File: src/esfe_pkg.sv
package esfe_pkg;

	localparam logic [7:0] START_BYTE  = 8'hAA;
	localparam logic [7:0] ESC_BYTE    = 8'hAB;
	localparam logic [7:0] ESC_OF_AA   = 8'hAC;
	localparam logic [7:0] MAX_PAYLOAD = 8'd253;
	localparam logic [7:0] LEN_OVERHEAD = 8'd2;

	localparam logic KIND_BEGIN   = 1'b0;
	localparam logic KIND_PAYLOAD = 1'b1;

	localparam int BURST_MAX = 5;
	localparam int CNT_W     = $clog2(BURST_MAX + 1);
	localparam int IDX_W     = $clog2(BURST_MAX);

	typedef logic [7:0] byte_t;

	typedef struct packed {
		logic  two;
		byte_t first;
		byte_t second;
	} esc_t;

	typedef struct packed {
		logic [BURST_MAX-1:0][7:0] bytes;
		logic [CNT_W-1:0]          count;
		logic                      frame_end;
		logic                      too_long;
	} burst_t;

	function automatic esc_t escape(input byte_t b);
		esc_t e;
		e.two    = 1'b0;
		e.first  = b;
		e.second = '0;
		if (b == START_BYTE) begin
			e.two    = 1'b1;
			e.first  = ESC_BYTE;
			e.second = ESC_OF_AA;
		end else if (b == ESC_BYTE) begin
			e.two    = 1'b1;
			e.first  = ESC_BYTE;
			e.second = ESC_BYTE;
		end
		return e;
	endfunction

endpackage

File: src/esfe_item_if.sv
interface esfe_item_if;
	logic       valid;
	logic       ready;
	logic       kind;
	logic [7:0] opcode;
	logic [7:0] payload_length;
	logic [7:0] data_byte;

	modport source(output valid, kind, opcode, payload_length, data_byte, input ready);
	modport sink(input valid, kind, opcode, payload_length, data_byte, output ready);
endinterface

File: src/esfe_result_if.sv
interface esfe_result_if;
	logic       valid;
	logic       ready;
	logic [7:0] out_byte;
	logic       run_last;
	logic       frame_end;
	logic       too_long;

	modport source(output valid, out_byte, run_last, frame_end, too_long, input ready);
	modport sink(input valid, out_byte, run_last, frame_end, too_long, output ready);
endinterface

File: src/esfe_expand.sv
module esfe_expand (
	input  logic            clk,
	input  logic            arst_n,
	esfe_item_if.sink       item,
	output esfe_pkg::burst_t burst,
	output logic            burst_vld,
	input  logic            burst_rdy
);
	import esfe_pkg::*;

	logic [7:0]       bytes_left_q;
	logic             frame_open_q;
	logic [7:0]       bytes_left_nxt;
	logic             frame_open_nxt;
	burst_t           nxt;
	logic             nxt_vld;
	logic             accept;
	esc_t             e_len;
	esc_t             e_op;
	esc_t             e_dat;
	logic [IDX_W-1:0] pos;
	logic [7:0]       left_dec;

	assign item.ready = !burst_vld || burst_rdy;
	assign accept     = item.valid && item.ready;
	assign e_len      = escape(item.payload_length + LEN_OVERHEAD);
	assign e_op       = escape(item.opcode);
	assign e_dat      = escape(item.data_byte);
	assign left_dec   = bytes_left_q - 8'd1;

	always_comb begin
		nxt            = '0;
		nxt_vld        = 1'b0;
		pos            = '0;
		bytes_left_nxt = bytes_left_q;
		frame_open_nxt = frame_open_q;
		if (item.kind == KIND_BEGIN) begin
			nxt_vld = 1'b1;
			if (item.payload_length > MAX_PAYLOAD) begin
				nxt.count      = CNT_W'(1);
				nxt.too_long   = 1'b1;
				bytes_left_nxt = '0;
				frame_open_nxt = 1'b0;
			end else begin
				nxt.bytes[0]   = START_BYTE;
				pos            = IDX_W'(1);
				nxt.bytes[pos] = e_len.first;
				pos            = pos + IDX_W'(1);
				if (e_len.two) begin
					nxt.bytes[pos] = e_len.second;
					pos            = pos + IDX_W'(1);
				end
				nxt.bytes[pos] = e_op.first;
				pos            = pos + IDX_W'(1);
				if (e_op.two) begin
					nxt.bytes[pos] = e_op.second;
					pos            = pos + IDX_W'(1);
				end
				nxt.count      = CNT_W'(pos);
				nxt.frame_end  = (item.payload_length == 8'd0);
				bytes_left_nxt = item.payload_length;
				frame_open_nxt = (item.payload_length != 8'd0);
			end
		end else if (frame_open_q) begin
			nxt_vld        = 1'b1;
			nxt.bytes[0]   = e_dat.first;
			nxt.bytes[1]   = e_dat.second;
			nxt.count      = e_dat.two ? CNT_W'(2) : CNT_W'(1);
			nxt.frame_end  = (left_dec == 8'd0);
			bytes_left_nxt = left_dec;
			frame_open_nxt = (left_dec != 8'd0);
		end
	end

	always_ff @(posedge clk or negedge arst_n) begin
		if (!arst_n) begin
			bytes_left_q <= '0;
			frame_open_q <= 1'b0;
			burst_vld    <= 1'b0;
		end else begin
			if (accept) begin
				bytes_left_q <= bytes_left_nxt;
				frame_open_q <= frame_open_nxt;
				burst_vld    <= nxt_vld;
			end else if (burst_rdy) begin
				burst_vld <= 1'b0;
			end
		end
	end

	always_ff @(posedge clk) begin
		if (accept) begin
			burst <= nxt;
		end
	end

endmodule

File: src/esfe_serial.sv
module esfe_serial (
	input  logic             clk,
	input  logic             arst_n,
	input  esfe_pkg::burst_t burst,
	input  logic             burst_vld,
	output logic             burst_rdy,
	esfe_result_if.source    result
);
	import esfe_pkg::*;

	burst_t           cur_q;
	logic             cur_vld_q;
	logic [IDX_W-1:0] idx_q;
	logic             last;
	logic             take;

	assign last      = (CNT_W'(idx_q) == cur_q.count - CNT_W'(1));
	assign burst_rdy = !cur_vld_q || (result.ready && last);
	assign take      = burst_vld && burst_rdy;

	assign result.valid     = cur_vld_q;
	assign result.out_byte  = cur_q.bytes[idx_q];
	assign result.run_last  = last;
	assign result.frame_end = last && cur_q.frame_end;
	assign result.too_long  = cur_q.too_long;

	always_ff @(posedge clk or negedge arst_n) begin
		if (!arst_n) begin
			cur_vld_q <= 1'b0;
			idx_q     <= '0;
		end else begin
			if (take) begin
				cur_vld_q <= 1'b1;
				idx_q     <= '0;
			end else if (cur_vld_q && result.ready) begin
				if (last) begin
					cur_vld_q <= 1'b0;
				end else begin
					idx_q <= idx_q + IDX_W'(1);
				end
			end
		end
	end

	always_ff @(posedge clk) begin
		if (take) begin
			cur_q <= burst;
		end
	end

endmodule

File: src/escaped_serial_frame_encoder.sv
// Serial frame encoder with byte stuffing. A begin item (kind 0) sends the start byte 0xAA,
// then the escaped length byte (payload_length + 2) and the escaped opcode; each payload
// item (kind 1) sends its escaped data byte. 0xAA goes out as AB AC and 0xAB as AB AB.
// A begin with more than 253 payload bytes gives one result with too_long set and closes
// any open frame; payload items with no frame open are dropped without a result.
// One byte leaves per cycle while result.ready is high; an item gives one to five output bytes
// (one or two for payload items, none for a dropped one), and the output stage is the limit. Items
// are taken every cycle while the output stage can take the held expanded item, with one expanded
// item held between the input and output stages.
module escaped_serial_frame_encoder (
	input  logic          clk,
	input  logic          arst_n,
	esfe_item_if.sink     item,
	esfe_result_if.source result
);
	import esfe_pkg::*;

	burst_t burst;
	logic   burst_vld;
	logic   burst_rdy;

	esfe_expand u_expand (
		.clk       (clk),
		.arst_n    (arst_n),
		.item      (item),
		.burst     (burst),
		.burst_vld (burst_vld),
		.burst_rdy (burst_rdy)
	);

	esfe_serial u_serial (
		.clk       (clk),
		.arst_n    (arst_n),
		.burst     (burst),
		.burst_vld (burst_vld),
		.burst_rdy (burst_rdy),
		.result    (result)
	);

endmodule
File: src/flat_wrapper.sv
// flat-port wrapper written by rule: the top's interface ports become plain ports
module escaped_serial_frame_encoder_flat import esfe_pkg::*;
  (clk, arst_n, item_valid, item_kind, item_opcode, item_payload_length, item_data_byte, item_ready, result_valid, result_out_byte, result_run_last, result_frame_end, result_too_long, result_ready);
  esfe_item_if item_i ();
  esfe_result_if result_i ();
  input  logic clk;
  input  logic arst_n;
  input wire logic [$bits(item_i.valid)-1:0] item_valid;
  input wire logic [$bits(item_i.kind)-1:0] item_kind;
  input wire logic [$bits(item_i.opcode)-1:0] item_opcode;
  input wire logic [$bits(item_i.payload_length)-1:0] item_payload_length;
  input wire logic [$bits(item_i.data_byte)-1:0] item_data_byte;
  output wire logic [$bits(item_i.ready)-1:0] item_ready;
  output wire logic [$bits(result_i.valid)-1:0] result_valid;
  output wire logic [$bits(result_i.out_byte)-1:0] result_out_byte;
  output wire logic [$bits(result_i.run_last)-1:0] result_run_last;
  output wire logic [$bits(result_i.frame_end)-1:0] result_frame_end;
  output wire logic [$bits(result_i.too_long)-1:0] result_too_long;
  input wire logic [$bits(result_i.ready)-1:0] result_ready;
  assign item_i.valid = item_valid;
  assign item_i.kind = item_kind;
  assign item_i.opcode = item_opcode;
  assign item_i.payload_length = item_payload_length;
  assign item_i.data_byte = item_data_byte;
  assign item_ready = item_i.ready;
  assign result_valid = result_i.valid;
  assign result_out_byte = result_i.out_byte;
  assign result_run_last = result_i.run_last;
  assign result_frame_end = result_i.frame_end;
  assign result_too_long = result_i.too_long;
  assign result_i.ready = result_ready;
  escaped_serial_frame_encoder u_core (.clk(clk), .arst_n(arst_n), .item(item_i), .result(result_i));
endmodule
File: config.mk
export PLATFORM = sky130hd
export DESIGN_NAME = escaped_serial_frame_encoder_flat
export DESIGN_NICKNAME = d
export VERILOG_FILES = /design/src/esfe_pkg.sv /design/src/esfe_item_if.sv /design/src/esfe_result_if.sv /design/src/esfe_expand.sv /design/src/esfe_serial.sv /design/src/escaped_serial_frame_encoder.sv /design/src/flat_wrapper.sv
export SDC_FILE = /design/constraint.sdc
export NUM_CORES = 1
export LEC_CHECK = 0
export BUFFER_PORTS_ARGS = -buffer_cell sky130_fd_sc_hd__buf_2
export CORE_UTILIZATION = 40
export CTS_CLUSTER_DIAMETER = 120
export DETAILED_ROUTE_END_ITERATION = 8
export GPL_TIMING_DRIVEN = 0
export PLACE_DENSITY = 0.58
export SLEW_MARGIN = 15
export SYNTH_ARGS = -nofsm -noshare
export SYNTH_HDL_FRONTEND = slang
export SYNTH_SLANG_ARGS = --single-unit
export TNS_END_PERCENT = 50
File: constraint.sdc
create_clock -name clk -period 5.1 [get_ports clk]
set_clock_uncertainty 0.15 [all_clocks]
set_input_delay 1.02 -clock clk [delete_from_list [all_inputs] [get_ports clk]]
set_output_delay 1.02 -clock clk [all_outputs]
set_load 0.1 [all_outputs]
==> results.sh, run 1 <==
export IMPL_status="finished clean"
export IMPL_n_antenna_cell=0
export IMPL_finalNetCount=407
export IMPL_synth_area_um2=4190
export IMPL_p_switching_mw=1.14
export IMPL_leakage_nw=1.71
export IMPL_fmax_mhz=273
export IMPL_die_y_um=104
export IMPL_endpoint_kind="output pin"
export IMPL_cts_tree="built"
export IMPL_required_ns=3.93
export IMPL_vias_per_cell=5.27
export IMPL_synth_xor_area_frac=0.0224
export IMPL_cts_hold_buf=0
export IMPL_grt_max_degree=38
export IMPL_async_reset_ff_frac=0.149
export IMPL_yosysWarnings=0
export IMPL_period_share=0.719
export IMPL_p_sw_frac=0.428
export IMPL_rows=37
export IMPL_post_cts_setup_buffers=0
export IMPL_initialDrtViolationCount=112
export IMPL_clk_pin_slew_ns=0.08
export IMPL_p_per_area_nw_per_um2=555
export IMPL_drive_gt1_frac=0.194
export IMPL_p_clk_frac=0.153
export IMPL_layout_min_cycle_time_ns=3.67
export IMPL_path_cells="inv_1 > ha_1 > xor3_1 > o41ai_2 > buf_2"
export IMPL_critPathKind="flip-flop to output pin"
export IMPL_final_area_um2=4780
export IMPL_crit_slowest_cell="buf_2"
export IMPL_wl_um=8490
export IMPL_synthMuxAreaShare=0.0472
export IMPL_ios=42
export IMPL_setup_viol=0
export IMPL_rsz0062_at_grt="no"
export IMPL_netlist_instances=319
export IMPL_cell_internal_pwr_mw=1.52
export IMPL_synth_top_family_by_area="simple AND/OR/NAND/NOR gates"
export IMPL_drt_wirelength_per_cell_um=16.5
export IMPL_synthesis_nets=353
export IMPL_yosysTopAreaCell="edfxtp_1"
export IMPL_cts_resized=0
export IMPL_cts_root_buf="clkbuf_8"
export IMPL_drt_first_pass_iters=4
export IMPL_area_growth_pct=14.0
export IMPL_power_frac_comb=0.416
export IMPL_power_total_mw=2.65
export IMPL_vdd_ir_drop_worst_v=0.000242
export IMPL_cts_made_buffers=9
export IMPL_first_global_vias=2670
export IMPL_ys_seq_elements=94
export IMPL_coreArea_um2=10200
export IMPL_yosysMostFrequentCell="edfxtp_1"
export IMPL_slew_violations=0
export IMPL_ys_flop_type="edfxtp_1"
export IMPL_drv_cap=0
export IMPL_syn_area_per_cell_um2=13.1
export IMPL_synth_top_area_frac=0.573
export IMPL_clk_latency_ns=0.35
export IMPL_synth_area_leaders="edfxtp_1, dfrtp_1, nand2_1"
export IMPL_slew_headroom=0.454
export IMPL_path_max_fanout=6
export IMPL_post_route_util=0.467
export IMPL_regArea_um2=2750
export IMPL_gp_congestion=0.842
export IMPL_fill_cells=931
export IMPL_clock_path_buffers=2
export IMPL_io_buffers=41
export IMPL_grt_overflow=0
export IMPL_timing_hold_violations_final=0
export IMPL_grt_pass1_wl_um=13600
export IMPL_max_stage_delay_ns=0.54
export IMPL_synth_simple_area_share=0.152
export IMPL_start_util=0.410
export IMPL_clock_sinks=94
export IMPL_hold_slack_ns=0.268
export IMPL_dpl_instance_area_um2=4630
export IMPL_cts_max_level=3
export IMPL_antenna_found_initial=0
export IMPL_die_x_um=104
export IMPL_synth_compound_area_frac=0.0836
export IMPL_drc=0
export IMPL_setup_tns_ns=0
export IMPL_die_area_um2=10900
export IMPL_arrival_ns=2.50
export IMPL_ys_types=50
export IMPL_seqPwrFrac=0.431
export IMPL_synth_adder_area_share=0.0149
export IMPL_dpl_hpwl_um=6320
export IMPL_synth_edff_count=80
export IMPL_synth_common_cells="edfxtp_1, nand2_1, nor2_1, a21oi_1, dfrtp_1"
export IMPL_start_kind="flip-flop"
export IMPL_ant_nets=0
export IMPL_yosysSeqAreaShare=0.657
export IMPL_multi_input_area_um2=1360
export IMPL_vias=2704
export IMPL_timing_worst_slew_pin_value_ns=0.808
export IMPL_grt_use_total=0.167
export IMPL_hp_class="flip-flop to flip-flop"
[per-layer routing]
layer  GRT usage  vias to the layer above  wire, µm
met1       0.213                     1306      3630
met2       0.276                       73      4300
met5           0                        -         0
met3      0.0226                       21       329
li1            -                     1304         -
met4      0.0867                        0       223
[critical path, delay by kind of cell (launching register included)]
family                     cells  cell delay (ns)
adders and majority gates      1             0.14
AOI/OAI and AO/OA              1             0.52
DFF                            1             0.40
xor gates and xnor gates       1             0.47
buffers and inverters          2             0.61
[state kept, by name (all words and copies together) (netlist names)]
signal / flops
u_core.u_expand.burst: 40
u_core.u_serial.cur_q: 39
u_core.u_expand.bytes_left_q: 8
u_core.u_serial.idx_q: 3
u_core.u_expand.burst_vld: 1
u_core.u_expand.frame_open_q: 1
u_core.u_serial.result.too_long: 1
u_core.u_serial.result.valid: 1
[cell usage in the layout, fill, tap and decap left out, types with 6 or more instances in the layout]
cell and n:
buf_2 44, mux4_2 7, dfrtp_1 14, o21ai_0 13
nor2_1 20, nand3_1 8, and2_1 7, nand2_1 47
clkbuf_8 9, clkbuf_1 10, edfxtp_1 80, a21oi_1 14
inv_1 10, and3_1 6, xnor2_1 6
[area by class of cell]
| cell class | count | share of cell area |
|---|---|---|
| buffer | 13 | 0.0118 |
| clock buffer | 12 | 0.0283 |
| clock inverter | 3 | 0.00262 |
| inverter | 11 | 0.00864 |
| multi-input combinational | 201 | 0.284 |
| sequential | 94 | 0.576 |
| tap | 136 | 0.0356 |
| timing repair buffer | 43 | 0.0529 |
[power by group through the flow]
| stage | clock network (mW) | registers, mW | logic, mW |
|---|---|---|---|
| 6_report | 0.406 | 1.14 | 1.10 |
| 3_5_place_dp | 0 | 1.16 | 1.12 |
| 3_3_place_gp | 0 | 1.17 | 1.07 |
| 2_1_floorplan | 0 | 1.15 | 0.875 |
| 5_1_grt | 0.440 | 1.17 | 1.18 |
| 4_1_cts | 0.420 | 1.14 | 1.12 |
[path summary, 6_finish.rpt]
check	cells after the start	slack [ns]	start	endpoint
max in group asynchronous	1	4.12	arst_n	u_core.u_serial.idx_q[2]$_DFFE_PN0P_
worst min-delay path	0	0.27	u_core.u_expand.burst[28]$_SDFFCE_PP0P_	u_core.u_serial.cur_q[28]$_DFFE_PP_
worst max register to register	7	2.27	u_core.u_serial.cur_q[2]$_DFFE_PP_	u_core.u_serial.cur_q[18]$_DFFE_PP_
worst max-delay path	5	1.43	u_core.u_serial.cur_q[2]$_DFFE_PP_	item_ready
worst min register to register	0	0.27	u_core.u_expand.burst[28]$_SDFFCE_PP0P_	u_core.u_serial.cur_q[28]$_DFFE_PP_
min in group asynchronous	1	0.41	arst_n	u_core.u_expand.bytes_left_q[3]$_DFFE_PN0P_
[per-stage QoR]
| stage | setup WS, ns | cells |
|---|---|---|
| 2_1_floorplan | 0.0438 | 319 |
| 3_3_place_gp | 0.383 | 496 |
| 3_5_place_dp | 1.55 | 498 |
| 4_1_cts | 1.38 | 513 |
| 5_1_grt | 1.25 | 513 |
| 6_report | 1.43 | 513 |
[kinds of logic (layout without fill, tap and decap cells)]
group | count (synthesis) | after routing
simple gates | 123 | 123
flops | 94 | 94
compound gates | 53 | 53
buf+inv | 24 | 82
mux | 11 | 11
xor+xnor | 9 | 9
fa+ha+maj | 5 | 5
Power figures use the tool's default switching activity.
==> run 2: changes to the inputs <==
PLACE_DENSITY = 0.56   (was 0.58)
clock period = 3.7 ns   (was 5.1 ns; I/O delays follow)
==> run 2 against run 1 <==
Against the previous run: the flow now finishes with violations (design-rule violations); sequential share of layout area fell by 1.2 points; clock power rose by 100%; count of clock-buffer cells in the layout fell by 3; first-iteration DRC count rose by 31%; power rose by 49%; routed wire length rose by 3.8%; sequential power rose by 39%; die area did not move; cell count did not move; via count fell by 0.85%; critical path depth rose by 1; critical endpoint is now result_out_byte[3]; largest power group unchanged.
==> results.sh, run 2 (synthesis results as in run 1) <==
export IMPL_post_cts_setup_buffers=0
export IMPL_setup_viol=0
export IMPL_area_growth_pct=16.4
export IMPL_hp_class="primary input to async pin"
export IMPL_rsz0062_at_grt="no"
export IMPL_cts_resized=0
export IMPL_critPathKind="flip-flop to output pin"
export IMPL_drive_gt1_frac=0.210
export IMPL_slew_violations=0
export IMPL_final_cell_count_no_fill=513
export IMPL_vias=2681
export IMPL_ant_nets=0
export IMPL_initialDrtViolationCount=147
export IMPL_n_antenna_cell=0
export IMPL_arrival_ns=2.56
export IMPL_timing_worst_slew_pin_value_ns=0.880
export IMPL_path_max_fanout=10
export IMPL_path_buf_inv=3
export IMPL_finalNetCount=406
export IMPL_cts_hold_buf=0
export IMPL_clock_path_buffers=2
export IMPL_die_area_um2=10900
export IMPL_cts_root_buf="clkbuf_8"
export IMPL_grt_overflow=0
export IMPL_start_kind="flip-flop"
export IMPL_fmax_mhz=290
export IMPL_required_ns=2.81
export IMPL_dpl_hpwl_um=6490
export IMPL_layout_min_cycle_time_ns=3.45
export IMPL_reg_top3="u_core.u_expand.burst: 40 flops, u_core.u_serial.cur_q: 39 flops, u_core.u_expand.bytes_left_q: 8 flops"
export IMPL_vdd_ir_drop_worst_v=0.000362
export IMPL_cts_tree="built"
export IMPL_grt_max_degree=41
export IMPL_io_buffers=41
export IMPL_cts_made_buffers=9
export IMPL_endpoint_kind="output pin"
export IMPL_clock_sinks=94
export IMPL_ios=42
export IMPL_setup_tns_ns=0
export IMPL_max_stage_delay_ns=0.62
export IMPL_coreArea_um2=10200
export IMPL_start_util=0.410
export IMPL_crit_family="buffers and inverters"
export IMPL_reg2reg_from="u_core.u_serial.cur_q[2]$_DFFE_PP_"
export IMPL_rows=37
export IMPL_path_cells="buf_2 > buf_1 > mux4_2 > nand2_1 > nand2_1 > buf_2"
export IMPL_drc=2
export IMPL_timing_hold_violations_final=0
export IMPL_p_per_area_nw_per_um2=809
export IMPL_slew_headroom=0.412
export IMPL_cp_startpoint="u_core.u_serial.idx_q[0]$_DFFE_PN0P_"
export IMPL_wl_um=8810
export IMPL_first_global_vias=2645
export IMPL_crit_slowest_cell="mux4_2"
export IMPL_violations="design-rule violations"
export IMPL_largest_register="u_core.u_expand.burst"
export IMPL_clk_latency_ns=0.36
export IMPL_layout_common_cells="edfxtp_1, nand2_1, buf_2"
export IMPL_drv_cap=0
export IMPL_largest_register_ffs=40
export IMPL_die_x_um=104
export IMPL_cts_max_level=3
export IMPL_period_share=0.932
export IMPL_clk_pin_slew_ns=0.09
export IMPL_die_y_um=104
export IMPL_status="complete, but fails checks"
export IMPL_antenna_found_initial=0
export IMPL_dpl_cell_count=497
export IMPL_grt_use_total=0.175
export IMPL_drt_wirelength_per_cell_um=17.2
export IMPL_grt_pass1_wl_um=14100
export IMPL_drt_first_pass_iters=7
export IMPL_gp_congestion=0.860
export IMPL_hold_slack_ns=0.137
export IMPL_layout_commonest_cell="edfxtp_1"
export IMPL_leakage_nw=1.75
export IMPL_vias_per_cell=5.23
## run 2: cell count changes in the layout (fill, tap and decap cells not counted), moves of 2 or more
cell / previous run / this run
bufinv_16: 0 / 3
clkinv_4: 0 / 2
clkinv_1: 2 / 0
clkbuf_1: 10 / 7
## run 2: metrics by stage
| stage | utilization | area [µm²] | setup slack [ns] | power, mW |
|---|---|---|---|---|
| floorplan | - | 4230 | 0.0819 | 2.83 |
| global placement | 0.450 | 4610 | 0.593 | 3.12 |
| detailed placement | 0.453 | 4630 | 0.593 | 3.17 |
| CTS | 0.477 | 4880 | 0.187 | 3.98 |
| global route | 0.477 | 4880 | 0.0764 | 4.13 |
| finish | 0.477 | 4880 | 0.250 | 3.94 |
## run 2: final timing paths
path / depth (start not counted) / slack [ns] / endpoint
setup reg to reg: 6 / 0.66 / u_core.u_expand.burst[24]$_SDFFCE_PP0P_
hold reg to reg: 0 / 0.27 / u_core.u_serial.cur_q[26]$_DFFE_PP_
setup / recovery: 6 / 0.25 / result_out_byte[3]
min in group clk: 0 / 0.27 / u_core.u_serial.cur_q[26]$_DFFE_PP_
max in group asynchronous: 1 / 2.99 / u_core.u_serial.idx_q[0]$_DFFE_PN0P_
hold / removal: 1 / 0.14 / u_core.u_expand.bytes_left_q[3]$_DFFE_PN0P_
## run 2: per-layer routing
metal,part of all wire,global-route usage
met2,0.49,0.289
met4,0.028,0.0827
met1,0.45,0.225
met5,0,0
met3,0.032,0.0269
## run 2: report_power, final
| part | switching (mW) | internal (mW) | leakage [nW] |
|---|---|---|---|
| clock | 0.364 | 0.452 | 0.124 |
| combinational | 1.15 | 0.395 | 0.751 |
| sequential | 0.122 | 1.46 | 0.877 |
| total | 1.64 | 2.31 | 1.75 |
## run 2: layout make-up
cell class | count | area [µm²]
fillers | 899 | 5350
flip-flops and latches | 94 | 2750
multi-input cells | 201 | 1380
repair buffers | 42 | 233
well taps | 136 | 170
clock buffers | 9 | 124
clock inverters | 7 | 121
plain buffers | 13 | 56.3
inverters | 11 | 45.0
==> run 3: changes to the inputs <==
==> constraint.sdc (replaced) <==
create_clock -name clk -period 3.6 [get_ports clk]
set_clock_uncertainty 0.15 [all_clocks]
set_input_delay 0 -clock clk [delete_from_list [all_inputs] [get_ports clk]]
set_output_delay 0 -clock clk [all_outputs]
set_load 0.1 [all_outputs]
==> run 3 against run 2 <==
Against the previous run: the flow now finishes without violations; worst setup slack improved by 0.30 ns; register-to-register slack got worse by 0.11 ns; first-iteration DRC count fell by 4.1%; hold slack improved by 0.14 ns; non-clock buffer count rose by 32; final area rose by 6.6%; routed wire length rose by 4.9%; die area did not move; sequential power rose by 3%; power rose by 3.5%; critical path type is now flip-flop to flip-flop; largest cell class unchanged; largest power group unchanged.
==> results.sh, run 3 (synthesis results as in run 1) <==
export IMPL_cts_root_buf="clkbuf_8"
export IMPL_grt_use_total=0.184
export IMPL_grt_most_used_layer="met2"
export IMPL_drive_gt1_frac=0.193
export IMPL_arrival_ns=2.73
export IMPL_p_clk_frac=0.205
export IMPL_reg2reg_from="u_core.u_serial.cur_q[2]$_DFFE_PP_"
export IMPL_path_max_fanout=40
export IMPL_vdd_ir_drop_worst_v=0.000374
export IMPL_critPathKind="flip-flop to flip-flop"
export IMPL_drt_wirelength_per_cell_um=16.9
export IMPL_met2_usage=0.316
export IMPL_cts_max_level=3
export IMPL_post_cts_setup_buffers=0
export IMPL_clock_path_buffers=2
export IMPL_die_y_um=104
export IMPL_area_growth_pct=24.0
export IMPL_hp_class="flip-flop to flip-flop"
export IMPL_clock_sinks=94
export IMPL_initialDrtViolationCount=141
export IMPL_timing_worst_slew_pin_value_ns=0.873
export IMPL_hold_slack_ns=0.275
export IMPL_use_met3=0.0282
export IMPL_cts_made_buffers=9
export IMPL_grt_overflow=0
export IMPL_die_x_um=104
export IMPL_leakage_nw=1.89
export IMPL_fill_cells=873
export IMPL_p_switching_mw=1.69
export IMPL_reg_top3="u_core.u_expand.burst: 40 flops, u_core.u_serial.cur_q: 39 flops, u_core.u_expand.bytes_left_q: 8 flops"
export IMPL_largest_register="u_core.u_expand.burst"
export IMPL_vias=2817
export IMPL_drt_first_pass_iters=4
export IMPL_cts_hold_buf=32
export IMPL_start_util=0.410
export IMPL_gp_congestion=0.860
export IMPL_ios=42
export IMPL_slew_headroom=0.417
export IMPL_drc=0
export IMPL_clk_latency_ns=0.35
export IMPL_power_frac_comb=0.397
export IMPL_finalNetCount=438
export IMPL_slew_violations=0
export IMPL_ant_nets=0
export IMPL_rows=37
export IMPL_hold_depth=0
export IMPL_start_kind="flip-flop"
export IMPL_grt_use_met1=0.231
export IMPL_cts_resized=0
export IMPL_first_global_vias=2850
export IMPL_power_total_mw=4.08
export IMPL_endpoint_kind="flip-flop"
export IMPL_r2r_end="u_core.u_expand.burst[20]$_DFFE_PP_"
export IMPL_p_per_area_nw_per_um2=785
export IMPL_cts_tree="built"
export IMPL_io_buffers=41
export IMPL_coreArea_um2=10200
export IMPL_die_area_um2=10900
export IMPL_seqPwrFrac=0.398
export IMPL_largest_register_ffs=40
export IMPL_r2r_setup_slack_ns=0.55
export IMPL_clk_pin_slew_ns=0.09
export IMPL_dpl_hpwl_um=6490
export IMPL_wl_um=9240
export IMPL_period_share=0.846
export IMPL_worstSetupEndpoint="u_core.u_expand.burst[20]$_DFFE_PP_"
export IMPL_p_sw_frac=0.413
export IMPL_cell_internal_pwr_mw=2.40
export IMPL_layout_min_cycle_time_ns=3.05
export IMPL_timing_hold_violations_final=0
export IMPL_cp_startpoint="u_core.u_serial.cur_q[2]$_DFFE_PP_"
export IMPL_grt_pass1_wl_um=15000
export IMPL_setup_tns_ns=0
export IMPL_n_antenna_cell=0
export IMPL_layout_common_cells="edfxtp_1, nand2_1, buf_2"
export IMPL_required_ns=3.29
export IMPL_antenna_found_initial=0
export IMPL_fmax_mhz=328
export IMPL_vias_per_cell=5.17
export IMPL_setup_viol=0
export IMPL_drv_cap=0
export IMPL_r2r_cells=6
export IMPL_rsz0062_at_grt="no"
export IMPL_layout_commonest_cell="edfxtp_1"
export IMPL_status="finished clean"
export IMPL_grt_max_degree=41
## run 3: power by group through the flow
stage               clock, mW  sequential, mW  combinational, mW
finish                  0.836            1.63               1.62
CTS                     0.856            1.63               1.64
global route            0.899            1.65               1.73
floorplan                   0            1.63               1.28
global placement            0            1.64               1.57
detailed placement          0            1.65               1.61
## run 3: worst min path at each step
stage                                            startpoint                                           to
global route        u_core.u_expand.burst[38]$_SDFFCE_PP0P_          u_core.u_serial.cur_q[38]$_DFFE_PP_
detailed placement                                   arst_n  u_core.u_expand.bytes_left_q[3]$_DFFE_PN0P_
finish              u_core.u_expand.burst[26]$_SDFFCE_PP0P_          u_core.u_serial.cur_q[26]$_DFFE_PP_
floorplan                                            arst_n        u_core.u_expand.burst_vld$_DFFE_PN0P_
CTS                     u_core.u_expand.burst[13]$_DFFE_PP_          u_core.u_serial.cur_q[13]$_DFFE_PP_
global placement                                     arst_n  u_core.u_expand.bytes_left_q[2]$_DFFE_PN0P_
## run 3: routing by layer
layer / routed length, µm / vias up / share of wire
met5: 0 / - / 0
met4: 116 / 0 / 0.013
met3: 334 / 10 / 0.036
met2: 4800 / 68 / 0.52
met1: 3990 / 1374 / 0.43
li1: - / 1365 / -
## run 3: final cells by class
cell class | count | area (µm²) | share of cell area
flip-flops and latches | 94 | 2750 | 0.529
multi-input cells | 201 | 1380 | 0.265
repair buffers | 74 | 553 | 0.106
well taps | 136 | 170 | 0.0327
clock buffers | 9 | 124 | 0.0238
clock inverters | 7 | 121 | 0.0233
plain buffers | 13 | 56.3 | 0.0108
inverters | 11 | 45.0 | 0.00866
## run 3: critical path, stage by stage, from the launching register on
cell and delay (ns):
edfxtp_1 0.37, inv_1 0.05, ha_1 0.30, xnor2_1 0.45, o41ai_4 0.21, nand2_1 0.23
clkinvlp_4 0.75
## run 3: metrics by stage
stage                     instances  cell area (µm²)  utilization  setup WS [ns]
after CTS                       545             5200        0.508          0.533
final                           545             5200        0.508          0.554
after detailed placement        497             4630        0.453          0.539
after floorplan                 319             4230            -        -0.0181
after global placement          496             4610        0.450          0.610
after global routing            545             5200        0.508          0.307
